[src/rtl/core/block_allocator_fit_policies_defines.svh]
// Assertion macros shared by the allocator RTL.
// Needs aclk and aresetn in the scope where a macro is used.
`ifndef BLOCK_ALLOCATOR_FIT_POLICIES_DEFINES_SVH
`define BLOCK_ALLOCATOR_FIT_POLICIES_DEFINES_SVH

// The consequent must hold in the same cycle as the antecedent.
`define BAFP_ASSERT_SAME(lbl, ante, cons, msg) \
    lbl: assert property (@(posedge aclk) disable iff (!aresetn) (ante) |-> (cons)) \
        else $error(msg);

// The consequent must hold in the cycle after the antecedent.
`define BAFP_ASSERT_NEXT(lbl, ante, cons, msg) \
    lbl: assert property (@(posedge aclk) disable iff (!aresetn) (ante) |=> (cons)) \
        else $error(msg);

`endif

[src/rtl/core/bafp_pkg.sv]
// Shared constants, codes and types of the block allocator.
// No dependencies.
package bafp_pkg;

    localparam int BLOCKS       = 128;
    localparam int FRAME_BLOCKS = 2;
    localparam int ID_WIDTH     = 16;

    localparam int AW        = $clog2(BLOCKS);
    localparam int CW        = $clog2(BLOCKS + 1);
    localparam int FRAMES    = BLOCKS / FRAME_BLOCKS;
    localparam int FRW       = $clog2(FRAMES + 1);
    localparam int FIW       = $clog2(FRAMES);
    localparam int PG_BLOCKS = FRAMES * FRAME_BLOCKS;
    localparam int POL_W     = 3;
    localparam int SIZE_W    = 8;
    localparam int CELL_W    = 7;
    localparam int EVC_W     = 8;
    localparam int IN_W      = 32;
    localparam int OUT_W     = 40;

    localparam logic [POL_W-1:0] POL_FIRST  = 3'd0;
    localparam logic [POL_W-1:0] POL_NEXT   = 3'd1;
    localparam logic [POL_W-1:0] POL_BEST   = 3'd2;
    localparam logic [POL_W-1:0] POL_WORST  = 3'd3;
    localparam logic [POL_W-1:0] POL_PAGING = 3'd4;

    localparam logic [1:0] ST_OK     = 2'd0;
    localparam logic [1:0] ST_REJECT = 2'd1;
    localparam logic [1:0] ST_READ   = 2'd2;

    localparam logic [3:0] OP_NONE     = 4'd0;
    localparam logic [3:0] OP_LOAD     = 4'd1;
    localparam logic [3:0] OP_READ     = 4'd2;
    localparam logic [3:0] OP_FIT      = 4'd3;
    localparam logic [3:0] OP_PLACE    = 4'd4;
    localparam logic [3:0] OP_COMPACT  = 4'd5;
    localparam logic [3:0] OP_EV_INIT  = 4'd6;
    localparam logic [3:0] OP_EV_LOAD  = 4'd7;
    localparam logic [3:0] OP_EV_COUNT = 4'd8;
    localparam logic [3:0] OP_EV_NEXT  = 4'd9;
    localparam logic [3:0] OP_EV_FREE  = 4'd10;
    localparam logic [3:0] OP_PG_COUNT = 4'd11;
    localparam logic [3:0] OP_PG_PLACE = 4'd12;
    localparam logic [3:0] OP_FINISH   = 4'd13;

    typedef struct packed {
        logic [3:0] op;
        logic [1:0] res;
    } bafp_cmd_t;

    typedef struct packed {
        logic last;
        logic in_read;
        logic in_ok;
        logic paging;
        logic rd_zero;
        logic fit_found;
        logic fit_retry;
        logic compacted;
        logic ev_last;
        logic best_zero;
        logic pg_fit;
        logic out_free;
    } bafp_sts_t;

endpackage

[src/rtl/core/bafp_ram.sv]
// Generic single-write, single-read RAM with registered read data.
// No dependencies.
module bafp_ram #(
    parameter int WIDTH = 16,
    parameter int DEPTH = 128
) (
    input  logic                     aclk,
    input  logic                     we,
    input  logic [$clog2(DEPTH)-1:0] waddr,
    input  logic [WIDTH-1:0]         wdata,
    input  logic [$clog2(DEPTH)-1:0] raddr,
    output logic [WIDTH-1:0]         rdata
);

    logic [WIDTH-1:0] mem [DEPTH];
    logic [WIDTH-1:0] rdata_reg;

    always_ff @(posedge aclk) begin
        if (we) begin
            mem[waddr] <= wdata;
        end
        rdata_reg <= mem[raddr];
    end

    assign rdata = rdata_reg;

endmodule

[src/rtl/core/bafp_datapath.sv]
// Datapath of the allocator: owner table, scan trackers, policy register and result register.
// Depends on bafp_pkg and bafp_ram.
module bafp_datapath
    import bafp_pkg::*;
(
    input  logic             aclk,
    input  logic             aresetn,
    input  bafp_cmd_t        cmd,
    output bafp_sts_t        sts,
    input  logic [IN_W-1:0]  in_data,
    input  logic             cfg_wr_en,
    input  logic [POL_W-1:0] cfg_wr_data,
    output logic             m_tvalid,
    input  logic             m_tready,
    output logic [OUT_W-1:0] m_tdata
);

    logic                in_mode;
    logic [ID_WIDTH-1:0] in_id;
    logic [SIZE_W-1:0]   in_size;
    logic [CELL_W-1:0]   in_cell;
    logic [SIZE_W:0]     in_frames;

    logic [POL_W-1:0]    policy_reg;
    logic [AW-1:0]       ptr_reg, ptr_next;
    logic [CW-1:0]       cnt_reg, cnt_next;
    logic [ID_WIDTH-1:0] id_reg;
    logic [CW-1:0]       size_reg;
    logic [CELL_W-1:0]   cell_reg;
    logic [FRW-1:0]      frames_reg;
    logic [AW-1:0]       start_reg;
    logic [ID_WIDTH-1:0] owner_reg;
    logic [EVC_W-1:0]    evicted_reg;
    logic                compacted_reg;

    logic [BLOCKS-1:0]   valid_reg, valid_next;
    logic                vrd_reg;
    logic [ID_WIDTH-1:0] ram_q, d;
    logic                ram_we;
    logic [AW-1:0]       ram_waddr, ram_raddr;
    logic [ID_WIDTH-1:0] ram_wdata;

    logic [CW-1:0]       run_len_reg, free_cnt_reg, bw_len_reg;
    logic [AW-1:0]       run_start_reg, any_start_reg, ge_start_reg, bw_start_reg;
    logic                any_found_reg, ge_found_reg, bw_found_reg;
    logic [CW-1:0]       wptr_reg;

    logic [AW-1:0]       ev_i_reg;
    logic [ID_WIDTH-1:0] cand_reg, best_id_reg;
    logic [CW-1:0]       ev_n_reg, best_n_reg;
    logic                ev_seen_reg;

    logic [FRW-1:0]      avail_reg, taken_reg;
    logic                frame_ok_reg, pg_first_reg;
    logic [FRAMES-1:0]   fmap_reg;

    logic                last, scan_op, is_free, fok, pg_wr, ended, bw_take, cell_ok;
    logic [AW-1:0]       idx, cur_start, end_start, fit_start, pg_b;
    logic [CW-1:0]       len_inc, end_len, cand_s;
    logic [CW:0]         place_end;
    logic                fit_found;
    logic [OUT_W-1:0]    out_word;

    assign in_mode = in_data[0];
    assign in_id   = in_data[16:1];
    assign in_size = in_data[24:17];
    assign in_cell = in_data[31:25];
    assign in_frames = (SIZE_W + 1)'(({1'b0, in_size} + (SIZE_W + 1)'(FRAME_BLOCKS - 1))
                                     / FRAME_BLOCKS);

    bafp_ram #(.WIDTH(ID_WIDTH), .DEPTH(BLOCKS)) u_table (
        .aclk  (aclk),
        .we    (ram_we),
        .waddr (ram_waddr),
        .wdata (ram_wdata),
        .raddr (ram_raddr),
        .rdata (ram_q)
    );

    assign d   = vrd_reg ? ram_q : '0;
    assign idx = AW'(cnt_reg - CW'(1));
    assign cell_ok = (32'(cell_reg) < BLOCKS);

    always_comb begin
        case (cmd.op)
            OP_READ, OP_EV_LOAD: last = (cnt_reg == CW'(1));
            OP_FIT, OP_COMPACT, OP_EV_COUNT, OP_EV_FREE, OP_PG_COUNT:
                last = (cnt_reg == CW'(BLOCKS));
            OP_PLACE:    last = (cnt_reg == size_reg - CW'(1));
            OP_PG_PLACE: last = (cnt_reg == CW'(PG_BLOCKS - 1));
            default:     last = 1'b1;
        endcase
        scan_op = cmd.op inside {OP_READ, OP_EV_LOAD, OP_FIT, OP_COMPACT, OP_EV_COUNT,
                                 OP_EV_FREE, OP_PG_COUNT, OP_PLACE, OP_PG_PLACE};
        cnt_next = (scan_op && !last) ? cnt_reg + CW'(1) : '0;
    end

    always_comb begin
        case (cmd.op)
            OP_READ:    ram_raddr = AW'(cell_reg);
            OP_EV_LOAD: ram_raddr = ev_i_reg;
            default:    ram_raddr = cnt_reg[AW-1:0];
        endcase
    end

    // Free-run tracking for the contiguous policies.
    always_comb begin
        is_free   = (d == '0);
        len_inc   = run_len_reg + CW'(1);
        cur_start = (run_len_reg == '0) ? idx : run_start_reg;
        cand_s    = CW'(idx) + CW'(1) - size_reg;
        ended     = 1'b0;
        end_len   = run_len_reg;
        end_start = run_start_reg;
        if (!is_free && run_len_reg != '0) begin
            ended = 1'b1;
        end else if (is_free && idx == AW'(BLOCKS - 1)) begin
            ended     = 1'b1;
            end_len   = len_inc;
            end_start = cur_start;
        end
        bw_take = ended && end_len >= size_reg &&
                  (!bw_found_reg || (policy_reg == POL_BEST && end_len < bw_len_reg) ||
                   (policy_reg == POL_WORST && end_len > bw_len_reg));
    end

    always_comb begin
        case (policy_reg)
            POL_FIRST: begin
                fit_found = any_found_reg;
                fit_start = any_start_reg;
            end
            POL_NEXT: begin
                fit_found = any_found_reg;
                fit_start = ge_found_reg ? ge_start_reg : any_start_reg;
            end
            default: begin
                fit_found = bw_found_reg;
                fit_start = bw_start_reg;
            end
        endcase
        place_end = (CW + 1)'(fit_start) + (CW + 1)'(size_reg);
        ptr_next  = AW'(place_end % BLOCKS);
    end

    assign fok   = frame_ok_reg && is_free;
    assign pg_b  = cnt_reg[AW-1:0];
    assign pg_wr = fmap_reg[FIW'(pg_b / FRAME_BLOCKS)] && (taken_reg < frames_reg);

    always_comb begin
        ram_we     = 1'b0;
        ram_waddr  = cnt_reg[AW-1:0];
        ram_wdata  = id_reg;
        valid_next = valid_reg;
        case (cmd.op)
            OP_PLACE: begin
                ram_we    = 1'b1;
                ram_waddr = AW'(CW'(fit_start) + cnt_reg);
            end
            OP_COMPACT: begin
                if (cnt_reg != '0 && !is_free) begin
                    ram_we    = 1'b1;
                    ram_waddr = wptr_reg[AW-1:0];
                    ram_wdata = d;
                    valid_next[idx] = 1'b0;
                end
            end
            OP_EV_FREE: begin
                if (cnt_reg != '0 && d == best_id_reg) begin
                    valid_next[idx] = 1'b0;
                end
            end
            OP_PG_PLACE: begin
                ram_we = pg_wr;
            end
            default: begin
            end
        endcase
        if (ram_we) begin
            valid_next[ram_waddr] = 1'b1;
        end
    end

    always_comb begin
        out_word      = '0;
        out_word[1:0] = cmd.res;
        case (cmd.res)
            ST_OK: begin
                out_word[8:2]   = 7'(start_reg);
                out_word[32:25] = evicted_reg;
                out_word[33]    = compacted_reg;
            end
            ST_READ: begin
                out_word[24:9] = 16'(owner_reg);
            end
            default: begin
            end
        endcase
    end

    always_ff @(posedge aclk) begin
        if (!aresetn) begin
            valid_reg  <= '0;
            policy_reg <= POL_FIRST;
            ptr_reg    <= '0;
            cnt_reg    <= '0;
            m_tvalid   <= 1'b0;
        end else begin
            valid_reg <= valid_next;
            cnt_reg   <= cnt_next;
            if (cfg_wr_en) begin
                policy_reg <= cfg_wr_data;
            end
            if (cmd.op == OP_PLACE && last) begin
                ptr_reg <= ptr_next;
            end else if (cmd.op == OP_COMPACT && last) begin
                ptr_reg <= '0;
            end
            if (cmd.op == OP_FINISH) begin
                m_tvalid <= 1'b1;
            end else if (m_tready) begin
                m_tvalid <= 1'b0;
            end
        end
    end

    always_ff @(posedge aclk) begin
        vrd_reg <= valid_reg[ram_raddr];
        case (cmd.op)
            OP_LOAD: begin
                id_reg        <= in_id;
                size_reg      <= CW'(in_size);
                cell_reg      <= in_cell;
                frames_reg    <= FRW'(in_frames);
                evicted_reg   <= '0;
                compacted_reg <= 1'b0;
            end
            OP_READ: begin
                if (last) begin
                    owner_reg <= cell_ok ? d : '0;
                end
            end
            OP_FIT: begin
                if (cnt_reg == '0) begin
                    run_len_reg   <= '0;
                    free_cnt_reg  <= '0;
                    any_found_reg <= 1'b0;
                    ge_found_reg  <= 1'b0;
                    bw_found_reg  <= 1'b0;
                end else begin
                    if (is_free) begin
                        run_len_reg   <= len_inc;
                        run_start_reg <= cur_start;
                        free_cnt_reg  <= free_cnt_reg + CW'(1);
                        if (len_inc >= size_reg) begin
                            if (!any_found_reg) begin
                                any_found_reg <= 1'b1;
                                any_start_reg <= AW'(cand_s);
                            end
                            if (!ge_found_reg && AW'(cand_s) >= ptr_reg) begin
                                ge_found_reg <= 1'b1;
                                ge_start_reg <= AW'(cand_s);
                            end
                        end
                    end else begin
                        run_len_reg <= '0;
                    end
                    if (bw_take) begin
                        bw_found_reg <= 1'b1;
                        bw_start_reg <= end_start;
                        bw_len_reg   <= end_len;
                    end
                end
            end
            OP_PLACE: begin
                if (last) begin
                    start_reg <= fit_start;
                end
            end
            OP_COMPACT: begin
                if (cnt_reg == '0) begin
                    wptr_reg <= '0;
                end else if (!is_free) begin
                    wptr_reg <= wptr_reg + CW'(1);
                end
                if (last) begin
                    compacted_reg <= 1'b1;
                end
            end
            OP_EV_INIT: begin
                best_n_reg  <= '0;
                best_id_reg <= '0;
                ev_i_reg    <= '0;
            end
            OP_EV_LOAD: begin
                if (last) begin
                    cand_reg    <= d;
                    ev_n_reg    <= '0;
                    ev_seen_reg <= 1'b0;
                end
            end
            OP_EV_COUNT: begin
                if (cnt_reg != '0 && d == cand_reg) begin
                    ev_n_reg <= ev_n_reg + CW'(1);
                    if (idx < ev_i_reg) begin
                        ev_seen_reg <= 1'b1;
                    end
                end
            end
            OP_EV_NEXT: begin
                if (!ev_seen_reg && ev_n_reg > best_n_reg) begin
                    best_n_reg  <= ev_n_reg;
                    best_id_reg <= cand_reg;
                end
                ev_i_reg <= ev_i_reg + AW'(1);
            end
            OP_EV_FREE: begin
                if (last) begin
                    evicted_reg <= evicted_reg + EVC_W'(1);
                end
            end
            OP_PG_COUNT: begin
                if (cnt_reg == '0) begin
                    avail_reg    <= '0;
                    frame_ok_reg <= 1'b1;
                    taken_reg    <= '0;
                    pg_first_reg <= 1'b1;
                end else if (32'(idx) < PG_BLOCKS) begin
                    if (32'(idx % FRAME_BLOCKS) == FRAME_BLOCKS - 1) begin
                        fmap_reg[FIW'(idx / FRAME_BLOCKS)] <= fok;
                        avail_reg    <= avail_reg + FRW'(fok);
                        frame_ok_reg <= 1'b1;
                    end else begin
                        frame_ok_reg <= fok;
                    end
                end
            end
            OP_PG_PLACE: begin
                if (pg_wr) begin
                    if (pg_first_reg) begin
                        start_reg    <= pg_b;
                        pg_first_reg <= 1'b0;
                    end
                    if (32'(pg_b % FRAME_BLOCKS) == FRAME_BLOCKS - 1) begin
                        taken_reg <= taken_reg + FRW'(1);
                    end
                end
            end
            OP_FINISH: begin
                m_tdata <= out_word;
            end
            default: begin
            end
        endcase
    end

    always_comb begin
        sts.last      = last;
        sts.in_read   = in_mode;
        sts.in_ok     = (in_id != '0) && (in_size != '0) && (32'(in_size) <= BLOCKS) &&
                        (policy_reg <= POL_PAGING) &&
                        (policy_reg != POL_PAGING || 32'(in_frames) <= FRAMES);
        sts.paging    = (policy_reg == POL_PAGING);
        sts.rd_zero   = is_free;
        sts.fit_found = fit_found;
        sts.fit_retry = (free_cnt_reg >= size_reg);
        sts.compacted = compacted_reg;
        sts.ev_last   = (ev_i_reg == AW'(BLOCKS - 1));
        sts.best_zero = (best_n_reg == '0);
        sts.pg_fit    = (avail_reg >= frames_reg);
        sts.out_free  = !m_tvalid || m_tready;
    end

endmodule

[src/rtl/core/bafp_ctrl.sv]
// Controller state machine of the allocator: sequences scans, compaction and eviction.
// Depends on bafp_pkg and the assertion macro header.
`include "block_allocator_fit_policies_defines.svh"

module bafp_ctrl
    import bafp_pkg::*;
(
    input  logic      aclk,
    input  logic      aresetn,
    input  logic      s_tvalid,
    output logic      s_tready,
    input  bafp_sts_t sts,
    output bafp_cmd_t cmd
);

    localparam logic [3:0] S_IDLE     = 4'd0;
    localparam logic [3:0] S_READ     = 4'd1;
    localparam logic [3:0] S_FIT      = 4'd2;
    localparam logic [3:0] S_FIT_DEC  = 4'd3;
    localparam logic [3:0] S_PLACE    = 4'd4;
    localparam logic [3:0] S_COMPACT  = 4'd5;
    localparam logic [3:0] S_EV_INIT  = 4'd6;
    localparam logic [3:0] S_EV_LOAD  = 4'd7;
    localparam logic [3:0] S_EV_COUNT = 4'd8;
    localparam logic [3:0] S_EV_NEXT  = 4'd9;
    localparam logic [3:0] S_EV_DEC   = 4'd10;
    localparam logic [3:0] S_EV_FREE  = 4'd11;
    localparam logic [3:0] S_PG_COUNT = 4'd12;
    localparam logic [3:0] S_PG_DEC   = 4'd13;
    localparam logic [3:0] S_PG_PLACE = 4'd14;
    localparam logic [3:0] S_FINISH   = 4'd15;

    logic [3:0] state_reg, state_next;
    logic [1:0] res_reg, res_next;

    always_comb begin
        state_next = state_reg;
        res_next   = res_reg;
        cmd.op     = OP_NONE;
        cmd.res    = res_reg;
        s_tready   = 1'b0;
        case (state_reg)
            S_IDLE: begin
                s_tready = 1'b1;
                if (s_tvalid) begin
                    cmd.op = OP_LOAD;
                    if (sts.in_read) begin
                        state_next = S_READ;
                    end else if (!sts.in_ok) begin
                        res_next   = ST_REJECT;
                        state_next = S_FINISH;
                    end else if (sts.paging) begin
                        state_next = S_PG_COUNT;
                    end else begin
                        state_next = S_FIT;
                    end
                end
            end
            S_READ: begin
                cmd.op = OP_READ;
                if (sts.last) begin
                    res_next   = ST_READ;
                    state_next = S_FINISH;
                end
            end
            S_FIT: begin
                cmd.op = OP_FIT;
                if (sts.last) begin
                    state_next = S_FIT_DEC;
                end
            end
            S_FIT_DEC: begin
                if (sts.fit_found) begin
                    state_next = S_PLACE;
                end else if (sts.fit_retry && !sts.compacted) begin
                    state_next = S_COMPACT;
                end else begin
                    state_next = S_EV_INIT;
                end
            end
            S_PLACE: begin
                cmd.op = OP_PLACE;
                if (sts.last) begin
                    res_next   = ST_OK;
                    state_next = S_FINISH;
                end
            end
            S_COMPACT: begin
                cmd.op = OP_COMPACT;
                if (sts.last) begin
                    state_next = S_FIT;
                end
            end
            S_EV_INIT: begin
                cmd.op     = OP_EV_INIT;
                state_next = S_EV_LOAD;
            end
            S_EV_LOAD: begin
                cmd.op = OP_EV_LOAD;
                if (sts.last) begin
                    state_next = sts.rd_zero ? S_EV_NEXT : S_EV_COUNT;
                end
            end
            S_EV_COUNT: begin
                cmd.op = OP_EV_COUNT;
                if (sts.last) begin
                    state_next = S_EV_NEXT;
                end
            end
            S_EV_NEXT: begin
                cmd.op     = OP_EV_NEXT;
                state_next = sts.ev_last ? S_EV_DEC : S_EV_LOAD;
            end
            S_EV_DEC: begin
                if (sts.best_zero) begin
                    res_next   = ST_REJECT;
                    state_next = S_FINISH;
                end else begin
                    state_next = S_EV_FREE;
                end
            end
            S_EV_FREE: begin
                cmd.op = OP_EV_FREE;
                if (sts.last) begin
                    state_next = sts.paging ? S_PG_COUNT : S_FIT;
                end
            end
            S_PG_COUNT: begin
                cmd.op = OP_PG_COUNT;
                if (sts.last) begin
                    state_next = S_PG_DEC;
                end
            end
            S_PG_DEC: begin
                state_next = sts.pg_fit ? S_PG_PLACE : S_EV_INIT;
            end
            S_PG_PLACE: begin
                cmd.op = OP_PG_PLACE;
                if (sts.last) begin
                    res_next   = ST_OK;
                    state_next = S_FINISH;
                end
            end
            S_FINISH: begin
                if (sts.out_free) begin
                    cmd.op     = OP_FINISH;
                    state_next = S_IDLE;
                end
            end
            default: begin
                state_next = S_IDLE;
            end
        endcase
    end

    always_ff @(posedge aclk) begin
        if (!aresetn) begin
            state_reg <= S_IDLE;
            res_reg   <= ST_REJECT;
        end else begin
            state_reg <= state_next;
            res_reg   <= res_next;
        end
    end

    `BAFP_ASSERT_NEXT(a_fit_goes_place, state_reg == S_FIT_DEC && sts.fit_found,
        state_reg == S_PLACE, "fit found but no placement followed")
    `BAFP_ASSERT_SAME(a_compact_once, state_reg == S_COMPACT, !sts.compacted,
        "store compacted twice for one request")
    `BAFP_ASSERT_NEXT(a_finish_holds, state_reg == S_FINISH && !sts.out_free,
        state_reg == S_FINISH, "result dropped while output was full")
    `BAFP_ASSERT_NEXT(a_empty_evict_rejects, state_reg == S_EV_DEC && sts.best_zero,
        state_reg == S_FINISH && res_reg == ST_REJECT, "eviction of an empty store")

endmodule

[src/rtl/core/block_allocator_fit_policies.sv]
// Top level of the block allocator with selectable fit policy.
// Depends on bafp_pkg, bafp_ctrl, bafp_datapath and bafp_ram.

// Every request is served one at a time by scans over the owner table, a 128-entry
// RAM with one read and one write port, one block per cycle. A read request looks up
// its cell in the table. A contiguous allocation runs a scan, a decision state and a
// placement pass over the blocks placed; a compaction adds a compaction pass and a
// rescan. Paging runs a count pass, a decision state and a placement pass. An
// eviction loads the owner of each table entry, counts that owner's blocks over the
// whole table for every occupied entry, then frees the victim, before the search is
// repeated. The result is then handed to the output register, which lets the next
// request be accepted while the result waits.
module block_allocator_fit_policies
    import bafp_pkg::*;
(
    input  logic             aclk,
    input  logic             aresetn,
    input  logic             s_tvalid,
    output logic             s_tready,
    // mode, process_id, request_size, cell_index
    input  logic [IN_W-1:0]  s_tdata,
    output logic             m_tvalid,
    input  logic             m_tready,
    // status, start_block, owner_id, evicted_count, compacted, zero fill
    output logic [OUT_W-1:0] m_tdata,
    input  logic             cfg_wr_en,
    input  logic [POL_W-1:0] cfg_wr_data
);

    bafp_cmd_t cmd;
    bafp_sts_t sts;

    bafp_ctrl u_ctrl (
        .aclk     (aclk),
        .aresetn  (aresetn),
        .s_tvalid (s_tvalid),
        .s_tready (s_tready),
        .sts      (sts),
        .cmd      (cmd)
    );

    bafp_datapath u_dp (
        .aclk        (aclk),
        .aresetn     (aresetn),
        .cmd         (cmd),
        .sts         (sts),
        .in_data     (s_tdata),
        .cfg_wr_en   (cfg_wr_en),
        .cfg_wr_data (cfg_wr_data),
        .m_tvalid    (m_tvalid),
        .m_tready    (m_tready),
        .m_tdata     (m_tdata)
    );

endmodule
[config.mk]
export PLATFORM = sky130hd
export DESIGN_NAME = block_allocator_fit_policies
export DESIGN_NICKNAME = d
export VERILOG_FILES = /design/src/rtl/core/bafp_pkg.sv /design/src/rtl/core/bafp_ram.sv /design/src/rtl/core/bafp_datapath.sv /design/src/rtl/core/bafp_ctrl.sv /design/src/rtl/core/block_allocator_fit_policies.sv
export VERILOG_INCLUDE_DIRS = /design/src /design/src/rtl/core
export SDC_FILE = /design/constraint.sdc
export NUM_CORES = 2
export LEC_CHECK = 0
export ABC_AREA = 1
export BUFFER_PORTS_ARGS = -buffer_cell sky130_fd_sc_hd__buf_2
export CORE_ASPECT_RATIO = 1.75
export CORE_MARGIN = 5
export CORE_UTILIZATION = 55
export DETAILED_ROUTE_END_ITERATION = 12
export HOLD_SLACK_MARGIN = 0.08
export PLACE_DENSITY = 0.71
export SLEW_MARGIN = 5
export SYNTH_ARGS = -nofsm -noshare
export SYNTH_HDL_FRONTEND = slang
export SYNTH_SLANG_ARGS = --single-unit
[constraint.sdc]
create_clock -name aclk -period 14.9 [get_ports aclk]
set_input_delay 2.98 -clock aclk [delete_from_list [all_inputs] [get_ports aclk]]
set_output_delay 2.98 -clock aclk [all_outputs]
set_load 0.1 [all_outputs]
# == Yosys cells after proc, flatten, opt, wreduce, memory -nomap -nowiden ==
# Memory sizes are Yosys's and may differ from the RTL's. A register that Yosys moved wholly into a read port is not among the register bits.
# Cells that the tools add are included.
# word_totals
ff_bits,457
ram_bits,2048
in_bits,40
out_inout_bits,42
elab_cells,351
mem_count,1
# memory_table
memory,words,word_bits,read_ports,rd_ports_with_merged_regs,wr,line,source
u_dp.u_table.mem,128,16,1,1,1,bafp_ram.sv:15,logic [WIDTH-1:0] mem [DEPTH];
# op_classes
n_addsub,16
magnitude_cmp,21
n_eq_ne,68
mux,106
bitwise,6
reduce_logical,92
# op_table
op,n
two-way mux 128 bit,3
case mux 128 bit (2 select lines),1
AND 128 bit,1
NOT 128 bit,1
bitwise OR 128 bit,1
two-way mux 7 bit,14
case mux 7 bit (2 select lines),6
bitwise mux 64 bit,1
two-way mux 16 bit,4
two-way mux 4 bit,16
two-way mux 8 bit,8
== test 4 bit (second input constant),14
case mux 4 bit (14 select lines),1
case mux 4 bit (13 select lines),1
adder 8 x 1 -> 8 bit (second input constant),6
case mux 8 bit (2 select lines),3
!= test 2 x 1 -> 1 bit (second input constant),17
== test 16 bit,2
== test 4 x 3 -> 1 bit (second input constant),8
case mux 16 bit (2 select lines),1
two-way mux 1 bit,28
nonzero test 2 bit,13
greater-or-equal comparator 8 bit,3
logical AND 1 bit,24
other kinds (62),132

# == Depth between registers and ports, before layout ==
# logic_depth
word_depth,12
depth_mapped,23
mapped_depth_nobuf,22

# == By module ==
# A second synthesis with hierarchy kept.
# hier_totals
cells_unflattened,9969
area_unflattened_um2,108581.6
# modules_own_cells
module,n_inst,cells_per_inst,area_per_inst_um2,seq_area_each_um2
bafp_ram,1,6793,82826.9,61819.3
bafp_datapath,1,3023,25006.5,12031.5
bafp_ctrl,1,153,748.2,120.1

# == Worst setup path before layout ==
# Ideal clock, no wire load.
# synth_timing
path_type,flip-flop to flip-flop
from,register u_dp.cnt_reg[1]
to,memory u_dp.u_table.mem[0][0] (data pin)
setup_ns,1.197
arrival_time_ns,6.712
required_ns,13.703
path_slack_ns,6.990
path_stages_with_launch,10
path_buffers,2
period_less_slack_ns,7.910
path_cell_list,dfxtp_1 > clkinv_1 > clkbuf_1 > ha_1 > nand4_2 > nor2_4 > nor2_8 > nand2_4 > clkbuf_1 > o21ai_0
# synth_via
elab_chain_cells,4
# synth_rtl
element,line,source
from (decl),bafp_datapath.sv:26,"logic [CW-1:0] cnt_reg, cnt_next;"
from (signal assigned),bafp_datapath.sv:210,cnt_reg <= cnt_next;
nonzero test 8 bit,bafp_datapath.sv:161,if (cnt_reg != '0 && !is_free) begin
logical AND 1 bit,bafp_datapath.sv:161,
two-way mux 16 bit,bafp_datapath.sv:161,
two-way mux 16 bit,bafp_datapath.sv:155,case (cmd.op)
net u_dp.ram_wdata[0],bafp_datapath.sv:41,logic [ID_WIDTH-1:0] ram_wdata;
to (decl),bafp_ram.sv:15,
# The timed path passes the listed nets, and every way through them passes these cells.

# == Final worst setup path ==
# layout_timing
from,register u_ctrl.state_reg[2]
to,"register u_dp.u_table.rdata_reg[3] (netlist: u_dp.u_table.rdata[3]), read port of u_dp.u_table.mem"
# layout_via
elab_chain_cells,4
elab_cells_between_ends,17
classes_between,eq/ne: 14; mux: 2; reduce/logical: 1
# layout_rtl
element,line,source
from (decl),bafp_ctrl.sv:33,"logic [3:0] state_reg, state_next;"
from (signal assigned),bafp_ctrl.sv:161,state_reg <= state_next;
== test 4 bit (tied with other cells),bafp_ctrl.sv:42,case (state_reg)
case mux 4 bit (13 select lines) (*),bafp_ctrl.sv:42,
== test 4 x 3 -> 1 bit or == test 4 x 2 -> 1 bit (tied branches),bafp_datapath.sv:99,case (cmd.op)
case mux 7 bit (2 select lines) (*),bafp_datapath.sv:99,
to (decl),bafp_ram.sv:16,logic [WIDTH-1:0] rdata_reg;
# Every way passes the cells marked *; elsewhere a longest branch is shown, timed or not.
# A chain may end at the register's enable or synchronous reset.

==> impl_metrics.json <==
{
  "status": "finished clean",
  "routed_via_density": 6.358,
  "cts_repair_resize_count": 0,
  "switchingPower_uw": 7717,
  "clock_path_buffers": 4,
  "power.share.combinational_pct": 31.5,
  "grt-ovfl-total": 0,
  "ys_ff_latch": 2520,
  "synth_edf_count": 2350,
  "synthFlopType": "edfxtp_1",
  "antenna_found_initial": 5,
  "cts_setup_buffers": 0,
  "hold_ws_ps": 470.1,
  "largest_reg_flops": 2048,
  "fin_crit_sh_pct": 42.16,
  "grt_pass1_wl_mm": 463.1,
  "drc": 0,
  "hold_violations": 0,
  "portBuffers": 75,
  "tightest_slew_ps": 1372,
  "fp.dieH_um": 590.0,
  "synth-async-reset-ratio_pct": 0,
  "p_per_area_nw_per_um2": 181.0,
  "die-area_um2": 201500,
  "vias": 74610,
  "intPower_uw": 13090,
  "p_sw_share_pct": 37.08,
  "setup_violations": 0,
  "grt_pass1_vias": 73180,
  "sequentialPowerShare_pct": 41.2,
  "slew_headroom_pct": 8.504,
  "leakagePower_uw": 0.03990,
  "clock_latency_ps": 910,
  "fin_total_pwr_uw": 20810,
  "maxSlewViolCount": 0,
  "core_area_um2": 191900,
  "hold_buffers": 0,
  "gp_congestion": 0.9591,
  "drt_first_pass_iters": 12,
  "fin_setup_tns_ps": 0,
  "start_util_pct": 55.10,
  "start_kind": "flop",
  "worstSetupEndpointType": "flop",
  "htreeDepth": 4,
  "min_path_type": "flop to flop",
  "yosysWarnings": 0,
  "critPathMaxFanout": 274,
  "final_nets": 9236,
  "setup_slack_ps": 8619,
  "finalClockSkew_ps": 96.47,
  "synthesis.area_um2": 105700,
  "clk_pin_slew_worst_paths_ps": 70,
  "period_needed_ps": 6281,
  "place_ws_ps": 8668,
  "drive_gt1_share_pct": 6.556,
  "cp_data_required_time_ps": 15720,
  "cts.sinks": 2520,
  "cts_tree": "built",
  "peakVddDrop_uv": 143.1,
  "placed_cell_area_um2": 108000,
  "syn_avg_cell_area_um2": 11.42,
  "grt_usage_pct": 30.72,
  "grt_max_degree": 275,
  "arrival_ps": 7100,
  "ant_nets": 0,
  "fin_area_um2": 115000,
  "cts-buffers-inserted": 216,
  "initialDrtViolationCount": 8723,
  "routedWlPerCell_um": 27.09,
  "area_growth_pct": 8.730,
  "rsz0062_at_grt": "false",
  "drt_wl_total_mm": 317.9,
  "post_synth_num_cell_types": 59,
  "rows": 213,
  "dp_hpwl_mm": 193.5,
  "fillerInstances": 14870,
  "cts_root_buf": "clkbuf_16",
  "clkPwrFrac_pct": 27.3,
  "path_class": "flop to flop",
  "ys_seq_area_share_pct": 69.96,
  "maxCapViolCount": 0,
  "max_freq_ghz": 0.1592,
  "fp.dieW_um": 341.4,
  "io_pins": 82,
  "synthCells": 9260
}
-- synth_stat cells, types with 5 or more instances --
| cell | number | area [µm²] |
|---|---|---|
| edfxtp_1 | 2350 | 70570 |
| nand2_1 | 1502 | 5638 |
| nand3_1 | 1232 | 6166 |
| nor2_1 | 1070 | 4016 |
| o21ai_0 | 879 | 4399 |
| o22ai_1 | 384 | 2402 |
| inv_1 | 367 | 1378 |
| clkbuf_1 | 316 | 1186 |
| a21oi_1 | 205 | 1026 |
| buf_2 | 187 | 935.9 |
| dfxtp_1 | 170 | 3403 |
| o21ai_1 | 113 | 565.5 |
| ha_1 | 103 | 1289 |
| xor2_1 | 56 | 490.5 |
| buf_1 | 52 | 195.2 |
| nor3_1 | 31 | 155.2 |
| nand4_1 | 25 | 156.4 |
| xnor2_1 | 25 | 219.0 |
| buf_4 | 20 | 150.1 |
| nor2_2 | 15 | 93.84 |
| nor4_1 | 14 | 87.58 |
| inv_2 | 13 | 48.80 |
| o211ai_1 | 10 | 75.07 |
| clkinv_1 | 9 | 33.78 |
| nor3b_1 | 9 | 67.56 |
| or2_2 | 9 | 56.30 |
| nand3b_1 | 8 | 60.06 |
| nor2_4 | 7 | 78.83 |
| buf_6 | 6 | 67.56 |
| inv_4 | 6 | 37.54 |
| nand2_2 | 6 | 37.54 |
| nor2_8 | 6 | 120.1 |
| nand2_4 | 5 | 56.30 |
| o21a_1 | 5 | 37.54 |
-- power groups by stage --
stage          combinational (µW)  clock, µW  sequential (µW)
2_1_floorplan                4000          0             8750
3_3_place_gp                 6280          0             8700
3_5_place_dp                 6390          0             8700
4_1_cts                      6420       5710             8550
5_1_grt                      6970       6000             8570
6_report                     6560       5680             8560
-- routing by layer --
metal,vias up,routed length [µm],GRT usage [%]
li1,32690,-,-
met1,36300,102600,34.26
met2,4410,155700,52.22
met3,1208,29160,5.342
met4,2,30430,24.07
met5,-,13,0
-- stage by stage --
| step | cells | util, % |
|---|---|---|
| floorplan | 9265 | - |
| global placement | 11340 | 56.29 |
| detailed placement | 11340 | 56.29 |
| CTS | 11730 | 59.91 |
| global route | 11730 | 59.91 |
| finish | 11740 | 59.92 |
-- worst max-delay path, stage by stage (launching register included) --
cell and delay [ps]:
dfxtp_1 480, inv_2 70, nor2_1 140, nand2_2 160, inv_4 140, nor2_8 70, nand2_2 110, nand2_8 350
inv_16 710, buf_12 750, buf_4 880, buf_4 650, o21ai_0 160, o22ai_1 170, nand2_1 60, nand3_1 110
nand3_1 160, nand3_1 480, nand3_1 180, nand2_1 90
-- layout make-up --
| type | instances | area (µm²) | share of cell area, % |
|---|---|---|---|
| clock buffers | 259 | 5640 | 4.906 |
| clock inverters | 127 | 1310 | 1.139 |
| well taps | 2472 | 3093 | 2.690 |
| inverters | 395 | 1531 | 1.332 |
| multi-input cells | 5769 | 28070 | 24.42 |
| diodes | 5 | 12.51 | 0.01088 |
| flip-flops and latches | 2520 | 73970 | 64.34 |
| repair buffers | 188 | 1336 | 1.162 |
-- logic make-up after synthesis --
family | share of synthesized area, %
AO/OA/AOI/OAI | 8.336
XOR/XNOR | 0.6709
adder cells (fa/ha/maj) | 1.276
buffers and inverters | 3.814
flip-flops | 69.96
other | 0.003547
AND/OR/NAND/NOR | 15.94
-- layout by cell type (no fill, tap or decap), types with 75 or more instances in the layout --
master     count
edfxtp_1    2350
nand2_1     1500
nand3_1     1232
nor2_1      1069
o21ai_0      863
o22ai_1      384
inv_1        366
clkbuf_16    219
a21oi_1      203
dfxtp_1      170
o21ai_1      113
buf_4        104
ha_1         103
buf_2         75
-- final timing paths --
path	from	end	slack [ps]	cells after the start
worst max-delay path	u_ctrl.state_reg[2]$_SDFFE_PN0P_	u_dp.u_table.rdata[3]$_DFF_P_	8620	19
worst min-delay path	u_dp.ptr_reg[2]$_SDFFE_PN0P_	u_dp.ptr_reg[2]$_SDFFE_PN0P_	470	2
worst max register to register	u_ctrl.state_reg[2]$_SDFFE_PN0P_	u_dp.u_table.rdata[3]$_DFF_P_	8620	19
worst min register to register	u_dp.ptr_reg[2]$_SDFFE_PN0P_	u_dp.ptr_reg[2]$_SDFFE_PN0P_	470	2
Note: power is estimated with default switching activity, not from simulation.
